`config.mk`:
```
export PLATFORM = sky130hd
export DESIGN_NAME = nal_unit_boundary_scanner
export DESIGN_NICKNAME = d
export VERILOG_FILES = /design/src/rtl/nubs_pkg.sv /design/src/rtl/nubs_in_reg.sv /design/src/rtl/nubs_core.sv /design/src/rtl/nal_unit_boundary_scanner.sv
export SDC_FILE = /design/constraint.sdc
export NUM_CORES = 1
export LEC_CHECK = 0
export BUFFER_PORTS_ARGS = -buffer_cell sky130_fd_sc_hd__buf_4
export CORE_ASPECT_RATIO = 0.5
export CORE_UTILIZATION = 45
export CTS_BUF_LIST = sky130_fd_sc_hd__clkbuf_2 sky130_fd_sc_hd__clkbuf_4 sky130_fd_sc_hd__clkbuf_8
export DETAILED_ROUTE_END_ITERATION = 6
export PLACE_DENSITY_LB_ADDON = 0.08
export SYNTH_ARGS = -nofsm -noshare
export SYNTH_HDL_FRONTEND = slang
export SYNTH_SLANG_ARGS = --single-unit
```
`constraint.sdc`:
```
create_clock -name clk -period 11.99 [get_ports clk]
set_clock_uncertainty 0.2 [all_clocks]
set_input_delay 0.5995 -clock clk [delete_from_list [all_inputs] [get_ports clk]]
set_output_delay 0.5995 -clock clk [all_outputs]
set_load 0.05 [all_outputs]
```
`src/rtl/nubs_pkg.sv`:
```
`default_nettype none

package nubs_pkg;

    localparam int unsigned DEFAULT_MAX_FRAME_BYTES = 1048576;

    localparam logic [7:0] BYTE_ZERO  = 8'h00;
    localparam logic [7:0] BYTE_SC    = 8'h01;
    localparam logic [7:0] BYTE_EMUL  = 8'h03;

    // zero run saturates here; start codes need two to seven zeros
    localparam logic [3:0] ZRUN_MAX   = 4'd8;
    localparam logic [3:0] ZRUN_SC_LO = 4'd2;
    localparam logic [3:0] ZRUN_SC_HI = 4'd7;
    localparam logic [3:0] ZRUN_EMUL  = 4'd2;

    localparam int unsigned OFFSET_W = 20;
    localparam int unsigned LENGTH_W = 21;
    localparam int unsigned EMUL_W   = 20;
    localparam int unsigned SCLEN_W  = 4;
    localparam int unsigned OUT_DATA_W = 88;

    typedef struct packed {
        logic       frame_end;
        logic [7:0] data_byte;
    } item_t;

    typedef struct packed {
        logic                frame_done;
        logic [SCLEN_W-1:0]  start_code_length;
        logic [LENGTH_W-1:0] consumed_length;
        logic [EMUL_W-1:0]   emulation_count;
        logic [LENGTH_W-1:0] payload_length;
        logic [OFFSET_W-1:0] payload_offset;
    } result_t;

endpackage

`default_nettype wire

```
`src/rtl/nubs_in_reg.sv`:
```
`default_nettype none

module nubs_in_reg
(
    input  wire                 clk,
    input  wire                 rst_n,
    input  wire                 in_valid,
    output logic                in_ready,
    input  nubs_pkg::item_t     in_item,
    output logic                item_valid,
    input  wire                 item_take,
    output nubs_pkg::item_t     item
);

    logic            valid_reg;
    logic            valid_next;
    nubs_pkg::item_t item_reg;

    // take a new request whenever the held one is empty or leaves this cycle
    assign in_ready   = !valid_reg || item_take;
    assign valid_next = in_ready ? in_valid : valid_reg;

    always_ff @(posedge clk or negedge rst_n)
    begin
        if (!rst_n)
        begin
            valid_reg <= 1'b0;
        end
        else
        begin
            valid_reg <= valid_next;
        end
    end

    always_ff @(posedge clk)
    begin
        if (in_ready && in_valid)
        begin
            item_reg <= in_item;
        end
    end

    assign item_valid = valid_reg;
    assign item       = item_reg;

endmodule

`default_nettype wire

```
`src/rtl/nubs_core.sv`:
```
`default_nettype none

module nubs_core
#(
    parameter int unsigned MAX_FRAME_BYTES = nubs_pkg::DEFAULT_MAX_FRAME_BYTES
)
(
    input  wire                 clk,
    input  wire                 rst_n,
    input  wire                 item_valid,
    output logic                item_take,
    input  nubs_pkg::item_t     item,
    output logic                res_valid,
    input  wire                 res_ready,
    output nubs_pkg::result_t   res
);

    localparam int unsigned CNT_W = $clog2(MAX_FRAME_BYTES + 1);
    localparam int unsigned EXT_W = (CNT_W > nubs_pkg::LENGTH_W) ? CNT_W : nubs_pkg::LENGTH_W;
    localparam logic [EXT_W-1:0] MAX20 = EXT_W'((1 << 20) - 1);
    localparam logic [EXT_W-1:0] MAX21 = EXT_W'((1 << 21) - 1);
    localparam logic [CNT_W-1:0] LAST_POS = CNT_W'(MAX_FRAME_BYTES - 1);

    function automatic logic [19:0] sat20(input logic [CNT_W-1:0] v);
        logic [EXT_W-1:0] e;
        e = EXT_W'(v);
        sat20 = (e > MAX20) ? 20'hFFFFF : e[19:0];
    endfunction

    function automatic logic [20:0] sat21(input logic [CNT_W-1:0] v);
        logic [EXT_W-1:0] e;
        e = EXT_W'(v);
        sat21 = (e > MAX21) ? 21'h1FFFFF : e[20:0];
    endfunction

    logic             in_prefix_reg,  in_prefix_next;
    logic [3:0]       zero_run_reg,   zero_run_next;
    logic [CNT_W-1:0] frame_pos_reg,  frame_pos_next;
    logic [CNT_W-1:0] unit_start_reg, unit_start_next;
    logic [CNT_W-1:0] raw_cnt_reg,    raw_cnt_next;
    logic [CNT_W-1:0] emul_cnt_reg,   emul_cnt_next;
    logic [CNT_W-1:0] prefix_cnt_reg, prefix_cnt_next;

    logic              res_valid_reg, res_valid_next;
    nubs_pkg::result_t res_reg;

    logic             emit;
    logic [CNT_W-1:0] e_off, e_len, e_emu, e_cons;
    logic [3:0]       e_sc;
    logic             e_done;

    logic             fe;
    logic [CNT_W-1:0] pos;
    logic [CNT_W-1:0] raw1;
    logic [CNT_W-1:0] prefix1;
    logic [CNT_W-1:0] emul1;
    logic [CNT_W-1:0] sc_w;
    logic [3:0]       sc;
    logic [7:0]       b;
    logic             is_emul;
    logic             is_sc;

    assign item_take = item_valid && (!res_valid_reg || res_ready);

    always_comb
    begin
        b       = item.data_byte;
        fe      = item.frame_end || (frame_pos_reg == LAST_POS);
        pos     = frame_pos_reg + CNT_W'(1);
        raw1    = raw_cnt_reg + CNT_W'(1);
        prefix1 = prefix_cnt_reg + CNT_W'(1);
        emul1   = emul_cnt_reg + CNT_W'(1);
        sc      = zero_run_reg + 4'd1;
        sc_w    = CNT_W'(sc);
        is_emul = (zero_run_reg == nubs_pkg::ZRUN_EMUL) && (b == nubs_pkg::BYTE_EMUL);
        is_sc   = (zero_run_reg >= nubs_pkg::ZRUN_SC_LO) && (zero_run_reg <= nubs_pkg::ZRUN_SC_HI)
                  && (b == nubs_pkg::BYTE_SC);

        in_prefix_next  = in_prefix_reg;
        zero_run_next   = zero_run_reg;
        frame_pos_next  = frame_pos_reg;
        unit_start_next = unit_start_reg;
        raw_cnt_next    = raw_cnt_reg;
        emul_cnt_next   = emul_cnt_reg;
        prefix_cnt_next = prefix_cnt_reg;

        emit   = 1'b0;
        e_off  = unit_start_reg;
        e_len  = '0;
        e_emu  = emul_cnt_reg;
        e_cons = '0;
        e_sc   = 4'd0;
        e_done = 1'b1;

        if (in_prefix_reg)
        begin
            prefix_cnt_next = prefix1;
            if (b != nubs_pkg::BYTE_ZERO)
            begin
                in_prefix_next  = 1'b0;
                unit_start_next = pos;
                zero_run_next   = 4'd0;
                raw_cnt_next    = '0;
                emul_cnt_next   = '0;
            end
            frame_pos_next = pos;
            if (fe)
            begin
                emit   = 1'b1;
                e_off  = pos;
                e_emu  = '0;
                e_cons = prefix1;
            end
        end
        else if (is_sc)
        begin
            // start code closes the unit; its bytes become the next prefix
            emit   = 1'b1;
            e_len  = raw1 - sc_w - emul_cnt_reg;
            e_cons = prefix_cnt_reg + raw1 - sc_w;
            e_sc   = sc;
            e_done = fe;
            prefix_cnt_next = sc_w;
            unit_start_next = pos;
            raw_cnt_next    = '0;
            emul_cnt_next   = '0;
            zero_run_next   = 4'd0;
            frame_pos_next  = pos;
        end
        else
        begin
            raw_cnt_next   = raw1;
            frame_pos_next = pos;
            if (is_emul)
            begin
                emul_cnt_next = emul1;
                zero_run_next = 4'd0;
            end
            else if (b == nubs_pkg::BYTE_ZERO)
            begin
                if (zero_run_reg < nubs_pkg::ZRUN_MAX)
                begin
                    zero_run_next = zero_run_reg + 4'd1;
                end
            end
            else
            begin
                zero_run_next = 4'd0;
            end
            if (fe)
            begin
                emit   = 1'b1;
                e_len  = raw1 - emul_cnt_next;
                e_emu  = emul_cnt_next;
                e_cons = prefix_cnt_reg + raw1;
            end
        end

        // frame end: clear for the next frame
        if (fe)
        begin
            in_prefix_next  = 1'b1;
            zero_run_next   = 4'd0;
            frame_pos_next  = '0;
            unit_start_next = '0;
            raw_cnt_next    = '0;
            emul_cnt_next   = '0;
            prefix_cnt_next = '0;
        end

        if (item_take)
        begin
            res_valid_next = emit;
        end
        else if (res_ready)
        begin
            res_valid_next = 1'b0;
        end
        else
        begin
            res_valid_next = res_valid_reg;
        end
    end

    always_ff @(posedge clk or negedge rst_n)
    begin
        if (!rst_n)
        begin
            in_prefix_reg  <= 1'b1;
            zero_run_reg   <= 4'd0;
            frame_pos_reg  <= '0;
            unit_start_reg <= '0;
            raw_cnt_reg    <= '0;
            emul_cnt_reg   <= '0;
            prefix_cnt_reg <= '0;
            res_valid_reg  <= 1'b0;
        end
        else
        begin
            if (item_take)
            begin
                in_prefix_reg  <= in_prefix_next;
                zero_run_reg   <= zero_run_next;
                frame_pos_reg  <= frame_pos_next;
                unit_start_reg <= unit_start_next;
                raw_cnt_reg    <= raw_cnt_next;
                emul_cnt_reg   <= emul_cnt_next;
                prefix_cnt_reg <= prefix_cnt_next;
            end
            res_valid_reg <= res_valid_next;
        end
    end

    always_ff @(posedge clk)
    begin
        if (item_take && emit)
        begin
            res_reg.payload_offset    <= sat20(e_off);
            res_reg.payload_length    <= sat21(e_len);
            res_reg.emulation_count   <= sat20(e_emu);
            res_reg.consumed_length   <= sat21(e_cons);
            res_reg.start_code_length <= e_sc;
            res_reg.frame_done        <= e_done;
        end
    end

    assign res_valid = res_valid_reg;
    assign res       = res_reg;

endmodule

`default_nettype wire

```
`src/rtl/nal_unit_boundary_scanner.sv`:
```
// Channel  Direction  Handshake            Payload
// s_       in         s_tvalid / s_tready  s_tdata: data_byte; s_tlast: frame_end
// m_       out        m_tvalid / m_tready  m_tdata: unit descriptor; m_tlast: frame_done
//
// One byte per cycle while descriptors are taken; a unit's last byte passes the
// input register, then scan logic puts its descriptor in the result register.
// rst_n clears the scan state to the start of a frame and empties both registers.
// A held descriptor stalls the scan stage only; the input register still fills.
`default_nettype none

module nal_unit_boundary_scanner
#(
    parameter int unsigned MAX_FRAME_BYTES = nubs_pkg::DEFAULT_MAX_FRAME_BYTES
)
(
    input  wire         clk,
    input  wire         rst_n,
    input  wire         s_tvalid,
    output logic        s_tready,
    input  wire  [7:0]  s_tdata,   // [7:0] data_byte
    input  wire         s_tlast,
    output logic        m_tvalid,
    input  wire         m_tready,
    // [19:0] payload_offset, [40:20] payload_length, [60:41] emulation_count,
    // [81:61] consumed_length, [85:82] start_code_length, [87:86] zero
    output logic [nubs_pkg::OUT_DATA_W-1:0] m_tdata,
    output logic        m_tlast
);

    nubs_pkg::item_t   in_item;
    nubs_pkg::item_t   item;
    nubs_pkg::result_t res;
    logic              item_valid;
    logic              item_take;

    assign in_item.data_byte = s_tdata;
    assign in_item.frame_end = s_tlast;

    nubs_in_reg u_in_reg
    (
        .clk        (clk),
        .rst_n      (rst_n),
        .in_valid   (s_tvalid),
        .in_ready   (s_tready),
        .in_item    (in_item),
        .item_valid (item_valid),
        .item_take  (item_take),
        .item       (item)
    );

    nubs_core #(
        .MAX_FRAME_BYTES (MAX_FRAME_BYTES)
    ) u_core
    (
        .clk        (clk),
        .rst_n      (rst_n),
        .item_valid (item_valid),
        .item_take  (item_take),
        .item       (item),
        .res_valid  (m_tvalid),
        .res_ready  (m_tready),
        .res        (res)
    );

    assign m_tdata = {2'b00, res.start_code_length, res.consumed_length,
                      res.emulation_count, res.payload_length, res.payload_offset};
    assign m_tlast = res.frame_done;

endmodule

`default_nettype wire

```
==> impl_results.md <==
- Area grow syn2layout: 13.94%
- Worst slack at placement: 7026 ps
- Detailed placement HPWL: 30440 um
- Post-Route WL: 42880 um
- Wirelength per Cell: 19.95 um
- Seq/Total Area, Yosys: 39.60%
- Worst-path clk slew: 80 ps
- Peak supply drop: 0.00006203 V
- Final period utilization: 42.65%
- CTS Buf Count: 35
- Drt drc: 0
- Netlist Area Pre-Place: 14360 sq um
- Row count: 45
- Total power: 2.041 mW
- Yosys reg bits: 208
- Final hold violation count: 0
- Power density over cell area: 124.7 nW/um^2
- Minimum clock period: 5113 ps
- Core area: 30850 sq um
- Die Ht: 128.3 um
- FFs w/ async S/R, synth: 53.85%
- Worst setup path class: reg -> reg
- Crit path max fanout: 9
- Routed Antenna Nets: 0
- Die footprint: 32680 sq um
- Slowest stage cell, crit path: dfrtp_1
- Worst skew pair latency: 570 ps
- Tightest Pin Transition: 1098 ps
- DP Area: 15510 sq um
- Nets: 1810
- Vias in the first global route: 11829
- Largest net degree at the start of global routing: 67
- Die W: 254.6 um
- Antenna violations before repair: 0
- TNS Setup: 0 ps
- Sink Count: 208
- Total GRT Usage: 26.24%
- Commonest non-fill, non-tap cell in the layout: nand2_1
- Pre-Repair DR Iteration Count: 5
- RSZ-0062 raised after global routing: no
- Initial DRC count: 1252
- Share of layout cells above drive strength 1: 11.93%
- Leak: 6.939 nW
- Detailed-route via count: 12745
- Cells along the critical path: ha_1 -> nand3_1 -> or2_2 -> nor2_1 -> nand3_1 -> xor2_1 -> inv_1 -> ha_1 -> a21oi_1 -> o21bai_1 -> a21oi_1 -> mux2_2 -> a311oi_1 -> nor4b_1 -> nand2_1 -> xnor2_1 -> o22ai_1
- Number of synthesized flops with an enable pin: 96
- CTS H-Tree Depth: 2
- Nature of the critical path endpoint: flip-flop
- CP max stage delay: 490 ps
- GP Congestion: 0.9177
- Worst slew margin: 26.24%
- Final Cell Area: 16360 sq um
- Fin Hold WS: 36.06 ps
- Fmax: 0.1956 GHz
- Most frequent cells in the layout: nand2_1, o21ai_0, buf_4
- Final setup viols: 0
- Number of flip-flops under the largest register name: 87
- Slew Viols, Final: 0
- WP data required: 12060 ps
- Util after Layout: 53.03%
- CTS max path bufs: 3
- Status: complete, no violations
- Syn. warnings: 0
- Startpoint Class: flip-flop
- CTS tree: built
- Worst min path class: in -> reg
- Average via count per standard cell: 5.928
- Initial Util: 46.55%
- Critical path arrival: 5190 ps
- Mean area per synthesized cell: 8.892 sq um
- Setup Buffers After CTS: 0
- Ant. Diodes: 0
- First-pass GRT wire length: 66290 um
- PortBufs: 101
- Ports: 104
- Root buffer cell: clkbuf_8
- Post-synth cell types: 82
- Grt total ovfl: 0
- Non-Filler Instances: 2150
- Setup WS post-layout: 6877 ps
- Most used DFF post-synth: dfrtp_1
- Max cap viols: 0
- # placed instances: 2078
- Gate Count Post-Synth: 1615
- Cts repair resizes: 0
==> area by class of cell <==
class | count | area [sq um]
Sequential cell | 208 | 5687
Fill cell | 2925 | 14490
Tap cell | 423 | 529.3
Clock inverter | 14 | 123.9
Multi-Input combinational cell | 1235 | 8049
Inverter | 91 | 341.6
Timing Repair Buffer | 129 | 988.4
Clock buffer | 50 | 644.4
==> final timing paths <==
check | from | end | slack (ps) | cells past startpoint
max | u_core.raw_cnt_reg[0]$_DFFE_PN0P_ | u_core.res[79]$_SDFFCE_PN1P_ | 6880 | 17
min | s_tdata[2] | u_in_reg.item[2]$_DFFE_PP_ | 40 | 1
max reg2reg | u_core.raw_cnt_reg[0]$_DFFE_PN0P_ | u_core.res[79]$_SDFFCE_PN1P_ | 6880 | 17
min reg2reg | u_core.unit_start_reg[17]$_DFFE_PN0P_ | u_core.unit_start_reg[17]$_DFFE_PN0P_ | 280 | 2
max in group asynchronous | rst_n | u_core.prefix_cnt_reg[2]$_DFFE_PN0P_ | 9760 | 3
min in group asynchronous | rst_n | u_core.prefix_cnt_reg[11]$_DFFE_PN0P_ | 460 | 2
==> per-layer routing <==
metal	wire length [um]	up-vias	GRT usage, %	share of wire (%)
li1	-	6008	-	-
met4	946	0	7.644	2.2
met3	3406	73	6.091	7.9
met2	18620	470	39.24	43
met1	19910	6194	37.78	46
met5	0	-	0	0
==> cells by family after synthesis <==
| family | share of synthesized area, % |
|---|---|
| fa+ha+maj | 8.817 |
| xor+xnor | 8.599 |
| simple gates | 17.76 |
| buf+inv | 4.644 |
| other cells | 0.02611 |
| compound gates | 20.33 |
| mux | 0.2265 |
| flops | 39.60 |
==> cells in the mapped netlist, drive strengths merged, types with 16 or more instances <==
library cell	instances	area (sq um)
nand2	237	889.6
o21ai	132	660.6
dfrtp	111	2778
edfxtp	96	2883
inv	91	341.6
ha	90	1126
nor2	86	322.8
a21oi	85	425.4
xnor2	77	674.4
clkbuf	66	249.0
xor2	64	560.5
nand3	58	290.3
o31ai	58	435.4
nor3	33	180.2
and3	32	200.2
a21o	25	187.7
o211ai	24	180.2
o22ai	22	137.6
buf	16	76.32
==> timing repair <==
action / CTS / global route
endpoints found under the hold margin: 57 / 0
hold buffers: 8 / 0
endpoints found under the setup margin: 0 / 0
==> worst max-delay path: cells and delay by family, from the launching register on <==
kind	cells	cell delay, ps
DFF	1	490
buffers and inverters	1	150
muxes	1	380
and+or+nand+nor	6	1330
adders and majority gates	2	710
AOI/OAI and AO/OA	5	1160
xor gates and xnor gates	2	400
==> power by group <==
group          switching (mW)  internal (mW)
clock network           0.323          0.392
logic                   0.336          0.186
registers              0.0181          0.785
Power figures use the tool's default switching activity.
